<file path="config.mk">
export PLATFORM = sky130hd
export DESIGN_NAME = ordered_list_engine_unit
export DESIGN_NICKNAME = d
export VERILOG_FILES = /design/src/design/olist_pkg.sv /design/src/design/olist_ctrl.sv /design/src/design/olist_dpath.sv /design/src/design/ordered_list_engine_unit.sv
export SDC_FILE = /design/constraint.sdc
export NUM_CORES = 2
export LEC_CHECK = 0
export BUFFER_PORTS_ARGS = -buffer_cell sky130_fd_sc_hd__buf_2
export CAP_MARGIN = 20
export CORE_UTILIZATION = 40
export DETAILED_ROUTE_END_ITERATION = 6
export GPL_TIMING_DRIVEN = 0
export SLEW_MARGIN = 20
export SYNTH_ARGS = -nofsm -noshare
export SYNTH_HDL_FRONTEND = slang
export SYNTH_SLANG_ARGS = --single-unit
</file>
<file path="constraint.sdc">
create_clock -name clk -period 7.3 [get_ports clk]
set_clock_uncertainty 0.05 [all_clocks]
set_input_delay 0.365 -clock clk [delete_from_list [all_inputs] [get_ports clk]]
set_output_delay 0.365 -clock clk [all_outputs]
set_load 0.01 [all_outputs]
</file>
<file path="src/design/olist_pkg.sv">
`default_nettype none

package olist_pkg;

    // List geometry
    localparam int CAPACITY = 16;
    localparam int IDX_W    = $clog2(CAPACITY);
    localparam int CNT_W    = $clog2(CAPACITY + 1);

    // Field widths of the request and result
    localparam int CMD_W    = 3;
    localparam int VAL_W    = 32;
    localparam int PLACE_W  = 8;
    localparam int STAT_W   = 2;
    localparam int OUT_W    = 5;

    // Width that holds both a place and a count plus one
    localparam int CMPW     = ((PLACE_W > CNT_W) ? PLACE_W : CNT_W) + 1;

    // Command codes
    localparam logic [CMD_W-1:0] CMD_FRONT  = 3'd0;
    localparam logic [CMD_W-1:0] CMD_APPEND = 3'd1;
    localparam logic [CMD_W-1:0] CMD_AT     = 3'd2;
    localparam logic [CMD_W-1:0] CMD_DELETE = 3'd3;
    localparam logic [CMD_W-1:0] CMD_SEARCH = 3'd4;
    localparam logic [CMD_W-1:0] CMD_CLEAR  = 3'd5;

    // Status codes
    localparam logic [STAT_W-1:0] ST_OK    = 2'd0;
    localparam logic [STAT_W-1:0] ST_NOPOS = 2'd1;
    localparam logic [STAT_W-1:0] ST_NOKEY = 2'd2;
    localparam logic [STAT_W-1:0] ST_FULL  = 2'd3;

    typedef enum logic
    {
        S_IDLE,
        S_APPLY
    } state_t;

    // Commands from the controller to the datapath
    typedef struct packed
    {
        logic capture;  // latch the request and the key match vector
        logic apply;    // update the list and load the result registers
    } dp_cmd_t;

endpackage

`default_nettype wire

</file>
<file path="src/design/olist_ctrl.sv">
`default_nettype none

module olist_ctrl
    import olist_pkg::*;
(
    input  wire logic    clk,
    input  wire logic    rst_n,
    input  wire logic    in_valid,
    output logic         in_stall,
    output logic         out_valid,
    input  wire logic    out_stall,
    output dp_cmd_t      dp_cmd
);

    state_t state_reg;
    state_t state_next;
    logic   out_valid_reg;
    logic   out_valid_next;
    logic   out_free;

    assign out_free = !out_valid_reg || !out_stall;

    // Next state
    always_comb
    begin
        state_next = state_reg;
        case (state_reg)
            S_IDLE:
            begin
                if (in_valid)
                begin
                    state_next = S_APPLY;
                end
            end
            S_APPLY:
            begin
                if (out_free)
                begin
                    state_next = S_IDLE;
                end
            end
            default:
            begin
                state_next = S_IDLE;
            end
        endcase
    end

    // Outputs
    always_comb
    begin
        in_stall       = 1'b1;
        dp_cmd.capture = 1'b0;
        dp_cmd.apply   = 1'b0;
        case (state_reg)
            S_IDLE:
            begin
                in_stall       = 1'b0;
                dp_cmd.capture = in_valid;
            end
            S_APPLY:
            begin
                dp_cmd.apply = out_free;
            end
            default:
            begin
                in_stall = 1'b1;
            end
        endcase
    end

    always_comb
    begin
        out_valid_next = out_valid_reg;
        if (dp_cmd.apply)
        begin
            out_valid_next = 1'b1;
        end
        else if (out_valid_reg && !out_stall)
        begin
            out_valid_next = 1'b0;
        end
    end

    always_ff @(posedge clk or negedge rst_n)
    begin
        if (!rst_n)
        begin
            state_reg     <= S_IDLE;
            out_valid_reg <= 1'b0;
        end
        else
        begin
            state_reg     <= state_next;
            out_valid_reg <= out_valid_next;
        end
    end

    assign out_valid = out_valid_reg;

endmodule

`default_nettype wire

</file>
<file path="src/design/olist_dpath.sv">
`default_nettype none

module olist_dpath
    import olist_pkg::*;
(
    input  wire logic                      clk,
    input  wire logic                      rst_n,
    input  wire dp_cmd_t                   dp_cmd,
    input  wire logic        [CMD_W-1:0]   command,
    input  wire logic signed [VAL_W-1:0]   value,
    input  wire logic        [PLACE_W-1:0] place,
    output logic             [STAT_W-1:0]  status,
    output logic             [OUT_W-1:0]   found_place,
    output logic             [OUT_W-1:0]   entry_count
);

    logic [VAL_W-1:0]   entries_reg [CAPACITY];
    logic [VAL_W-1:0]   entries_next [CAPACITY];
    logic [CNT_W-1:0]   used_count_reg;
    logic [CNT_W-1:0]   used_count_next;

    logic [CMD_W-1:0]   cmd_reg;
    logic [VAL_W-1:0]   value_reg;
    logic [PLACE_W-1:0] place_reg;
    logic [CAPACITY-1:0] match_reg;
    logic [CAPACITY-1:0] match_next;

    logic [STAT_W-1:0]  status_reg;
    logic [STAT_W-1:0]  status_next;
    logic [OUT_W-1:0]   found_reg;
    logic [OUT_W-1:0]   found_next;
    logic [OUT_W-1:0]   count_reg;

    logic               hit;
    logic [IDX_W-1:0]   first_idx;
    logic               full;
    logic               bad_place;
    logic [IDX_W-1:0]   ins_pos;
    logic               do_ins;
    logic               do_del;

    // Compare the key against every live cell at capture
    always_comb
    begin
        for (int i = 0; i < CAPACITY; i++)
        begin
            match_next[i] = (entries_reg[i] == value) &&
                            (CNT_W'(i) < used_count_reg);
        end
    end

    // Lowest matching cell
    always_comb
    begin
        first_idx = '0;
        for (int i = CAPACITY - 1; i >= 0; i--)
        begin
            if (match_reg[i])
            begin
                first_idx = IDX_W'(i);
            end
        end
    end

    assign hit       = |match_reg;
    assign full      = (used_count_reg == CNT_W'(CAPACITY));
    assign bad_place = (place_reg == '0) ||
                       (CMPW'(place_reg) > (CMPW'(used_count_reg) + CMPW'(1)));

    // Decide the operation
    always_comb
    begin
        status_next     = ST_OK;
        found_next      = '0;
        do_ins          = 1'b0;
        do_del          = 1'b0;
        ins_pos         = '0;
        used_count_next = used_count_reg;
        case (cmd_reg)
            CMD_FRONT, CMD_APPEND, CMD_AT:
            begin
                if (full)
                begin
                    status_next = ST_FULL;
                end
                else if (cmd_reg == CMD_FRONT)
                begin
                    do_ins = 1'b1;
                end
                else if (cmd_reg == CMD_APPEND)
                begin
                    do_ins  = 1'b1;
                    ins_pos = IDX_W'(used_count_reg);
                end
                else if (bad_place)
                begin
                    status_next = ST_NOPOS;
                end
                else
                begin
                    do_ins  = 1'b1;
                    ins_pos = IDX_W'(place_reg - PLACE_W'(1));
                end
                if (do_ins)
                begin
                    used_count_next = used_count_reg + CNT_W'(1);
                end
            end
            CMD_DELETE:
            begin
                if (!hit)
                begin
                    status_next = ST_NOKEY;
                end
                else
                begin
                    do_del          = 1'b1;
                    used_count_next = used_count_reg - CNT_W'(1);
                end
            end
            CMD_SEARCH:
            begin
                if (!hit)
                begin
                    status_next = ST_NOKEY;
                end
                else
                begin
                    found_next = OUT_W'(CNT_W'(first_idx) + CNT_W'(1));
                end
            end
            CMD_CLEAR:
            begin
                used_count_next = '0;
            end
            default:
            begin
                status_next = ST_OK;
            end
        endcase
    end

    // Cell chain: shift up to open a gap, shift down to close one
    always_comb
    begin
        for (int i = 0; i < CAPACITY; i++)
        begin
            entries_next[i] = entries_reg[i];
        end
        if (do_ins)
        begin
            if (ins_pos == '0)
            begin
                entries_next[0] = value_reg;
            end
            for (int i = 1; i < CAPACITY; i++)
            begin
                if (IDX_W'(i) > ins_pos)
                begin
                    entries_next[i] = entries_reg[i-1];
                end
                else if (IDX_W'(i) == ins_pos)
                begin
                    entries_next[i] = value_reg;
                end
            end
        end
        else if (do_del)
        begin
            for (int i = 0; i < CAPACITY - 1; i++)
            begin
                if (IDX_W'(i) >= first_idx)
                begin
                    entries_next[i] = entries_reg[i+1];
                end
            end
        end
    end

    always_ff @(posedge clk)
    begin
        if (dp_cmd.capture)
        begin
            cmd_reg   <= command;
            value_reg <= value;
            place_reg <= place;
            match_reg <= match_next;
        end
        if (dp_cmd.apply)
        begin
            for (int i = 0; i < CAPACITY; i++)
            begin
                entries_reg[i] <= entries_next[i];
            end
            status_reg <= status_next;
            found_reg  <= found_next;
            count_reg  <= OUT_W'(used_count_next);
        end
    end

    always_ff @(posedge clk or negedge rst_n)
    begin
        if (!rst_n)
        begin
            used_count_reg <= '0;
        end
        else if (dp_cmd.apply)
        begin
            used_count_reg <= used_count_next;
        end
    end

    assign status      = status_reg;
    assign found_place = found_reg;
    assign entry_count = count_reg;

endmodule

`default_nettype wire

</file>
<file path="src/design/ordered_list_engine_unit.sv">
// A request's command, value, place and key match vector are captured when it is accepted;
// its result is loaded into the result registers when the controller applies it, once the output is free.
// The capture/apply controller takes no new request until the last one is applied; a
// stalled result holds the engine in apply until the output register frees up.
// Reset (rst_n, asynchronous, active low) empties the list and drops any pending result;
// list cells are not cleared and are only read after being written.
`default_nettype none

module ordered_list_engine_unit
    import olist_pkg::*;
(
    input  wire logic                      clk,
    input  wire logic                      rst_n,
    // Request channel
    input  wire logic                      in_valid,
    output logic                           in_stall,
    input  wire logic        [CMD_W-1:0]   command,
    input  wire logic signed [VAL_W-1:0]   value,
    input  wire logic        [PLACE_W-1:0] place,
    // Result channel
    output logic                           out_valid,
    input  wire logic                      out_stall,
    output logic             [STAT_W-1:0]  status,
    output logic             [OUT_W-1:0]   found_place,
    output logic             [OUT_W-1:0]   entry_count
);

    dp_cmd_t dp_cmd;

    // Sequence capture and apply; own the result valid flag
    olist_ctrl u_ctrl
    (
        .clk       (clk),
        .rst_n     (rst_n),
        .in_valid  (in_valid),
        .in_stall  (in_stall),
        .out_valid (out_valid),
        .out_stall (out_stall),
        .dp_cmd    (dp_cmd)
    );

    // Hold the list cells, match vector and result registers
    olist_dpath u_dpath
    (
        .clk         (clk),
        .rst_n       (rst_n),
        .dp_cmd      (dp_cmd),
        .command     (command),
        .value       (value),
        .place       (place),
        .status      (status),
        .found_place (found_place),
        .entry_count (entry_count)
    );

endmodule

`default_nettype wire

</file>
==> metrics.txt <==
Max Cap Viol=0; CTS max path bufs=3; Crit. End Element=flip-flop; total CTS buffers=72; leading area contributor after synthesis=edfxtp_1; Initial Utilization=0.406; total grt overflow=0; worst reg-to-reg path cell count=17; WL/cell=34.3 um; ys async rst share=0.0119; top cell type's share of synthesized area=0.504; ys flop type=edfxtp_1; initial drt markers=roughly 4800; H-tree levels=3; 1st-pass router iterations=7; Worst Setup Path Type=reg -> reg; most frequent cells after synthesis=edfxtp_1 (583), nand2_1 (384), a21oi_1 (281); Syn Inst Count=approximately 3300; Max Slew Vio Count=0; reg-to-reg endpoint=u_dpath.entries_reg[1][9]$_DFFE_PP_; Synthesis Warnings=0; reg2reg start=u_dpath.used_count_reg[2]$_DFFE_PN0P_; die width=297 um; # Post-CTS Setup Buffers=0; clock sink total=590; RSZ-0062 raised after global routing=no; final core utilization=0.464; fin crit period=between 7 and 8 ns; outcome=finished clean; CTS tree=built; Tcrit/Tclk final=0.995; number of I/O port buffers=60; synthesized area per cell=10.5 um^2; CP Max Fanout=10; clk_lat worst skew=0.64 ns; #FFs+latches synth=590; Clk pin slew, worst setup/hold paths=0.06 ns; Max Freq=0.138 GHz; Remaining DRCs=0; EDFF count, synth=583; final net count=3604; PD cells=307 nW/um^2; Seq/Total Area, Yosys=0.509; Via density=6.41; global-route wire length before repair=222000 um; crit path from=u_dpath.used_count_reg[2]$_DFFE_PN0P_; Inst Count DP=4568; largest net degree at the start of global routing=26; Rel. slew slack=0.169; routability congestion estimate=1.14; Routed WL=163000 um; hold crit path type=in -> async; Arr. time, crit path=7.55 ns; area delta synth->final=14.2%; die height=297 um; Worst R2R Setup Slack=between 0.03 and 0.04 ns; antenna violations before repair=8; post-DP HPWL=between 100000 and 150000 um; vias in the first global route=29070; dpl cell area=37100 um^2; non-filler cells, final=4742; synth top area cells=edfxtp_1 (50%), xor2_1 (7.0%), xnor2_1 (6.1%); vias=about 30000; Post-DRT Antenna Nets=0; Netlist cell types=77; syn_nets=~3400; Critical Path RT=about 7.6 ns; max reg flops=512; # setup viols final=0; Final Cell Area=39700 um^2; die area=88100 um^2; hold slack=approximately 0.054 ns; Hold Vio Cnt, Final=0; most common cell in the netlist=edfxtp_1; gr usage total=0.358; post-layout power=roughly 12 mW; share of layout cells above drive strength 1=0.0918; Synth Cell Area=34800 um^2; Core Region=85500 um^2; Ports=61; Critical Path Start Type=flip-flop; Worst VDD drop=0.000191 V; Worst Tran Pin Value=1.25 ns; Rows=107; # fillers=~8000; P_leak=13.9 nW; CTS root buffer=clkbuf_16
[logic make-up after synthesis]
kind of cell             Yosys count  synth area share
AND/OR/NAND/NOR                  918             0.124
multiplexers                     100            0.0300
flip-flops                       590             0.509
buffers and inverters            351            0.0442
adder cells (fa/ha/maj)           13           0.00468
XOR/XNOR                         518             0.131
AO/OA/AOI/OAI                    836             0.158
[layout by cell type, fill, tap and decap left out, types with 16 or more instances in the layout]
cell	synthesis	routed
buf_6	10	21
dlygate4sd3_1	0	46
a221o_1	96	96
o22ai_1	69	69
a21o_1	33	33
nor4_1	83	83
clkinv_1	1	19
o21ai_0	169	169
a31oi_1	36	36
a22o_1	33	33
xor2_1	277	277
xnor2_1	241	241
clkbuf_16	0	74
a21oi_1	281	280
nand4_1	76	76
buf_1	24	24
clkbuf_1	187	202
buf_2	76	136
inv_1	46	46
nand3_1	16	16
mux2i_1	66	66
and3_1	96	96
mux2_1	30	30
a2bb2oi_1	32	32
buf_4	4	23
edfxtp_1	583	583
nor2_1	196	192
nand2_1	384	384
a32oi_1	33	33
nor3_1	23	16
[layer usage]
| layer | global-route usage | vias up | wire, um | part of all wire |
|---|---|---|---|---|
| met3 | 0.131 | 314 | 21900 | 0.13 |
| met5 | 0 | - | 35 | 0.00022 |
| met4 | 0.161 | 6 | 8140 | 0.050 |
| li1 | - | 12697 | - | - |
| met2 | 0.520 | 2188 | 68800 | 0.42 |
| met1 | 0.475 | 15180 | 63600 | 0.39 |
[critical path, stage by stage, from the launching register on]
cell,delay (ns)
dfrtp_1,0.32
buf_2,0.34
clkbuf_1,0.63
nand2_1,0.23
nor2_1,0.29
nand3_1,0.18
ha_1,0.38
a2111o_1,0.47
o21ba_2,0.30
nor2_2,0.64
buf_2,0.53
buf_2,0.58
o211ai_1,0.56
nor3_4,0.57
buf_6,0.23
buf_4,0.21
buf_4,0.19
buf_4,0.21
[report_power, final]
| part | switching (mW) | internal (mW) |
|---|---|---|
| Clock | 1.55 | 1.95 |
| Sequential | 0.577 | 4.51 |
| Combinational | 2.49 | 1.11 |
[area by class of cell]
class	count	area [um^2]	share of cell area
Multi-Input combinational cell	2385	15700	0.396
Antenna cell	4	10.0	0.000252
Inverter	47	176	0.00444
Tap cell	1144	1430	0.0360
Clock inverter	34	241	0.00608
Buffer	304	1360	0.0343
Timing Repair Buffer	144	1180	0.0298
Sequential cell	590	17700	0.445
Clock buffer	90	1910	0.0481
[how the worst max path moves through the flow]
stage,cells after the start,endpoint
floorplan,15,u_dpath.entries_reg[13][0]$_DFFE_PP_
global placement,14,u_dpath.entries_reg[2][6]$_DFFE_PP_
detailed placement,17,u_dpath.entries_reg[1][7]$_DFFE_PP_
CTS,17,u_dpath.entries_reg[1][5]$_DFFE_PP_
global route,17,u_dpath.entries_reg[1][9]$_DFFE_PP_
finish,17,u_dpath.entries_reg[1][9]$_DFFE_PP_
[metrics by stage]
| stage | setup slack, ns | TNS, ns |
|---|---|---|
| finish | 0.0358 | 0 |
| global route | 0.0384 | 0 |
| CTS | 0.248 | 0 |
| detailed placement | 0.233 | 0 |
| global placement | -3.00 | -820.96 |
| floorplan | 1.29 | 0 |
[timing repair]
item                                   CTS  global route
endpoints found under the hold margin   52             0
setup endpoints to repair                0             9
hold buffers                            46             0
resized for setup                        0             1
Power figures use the tool's default switching activity.
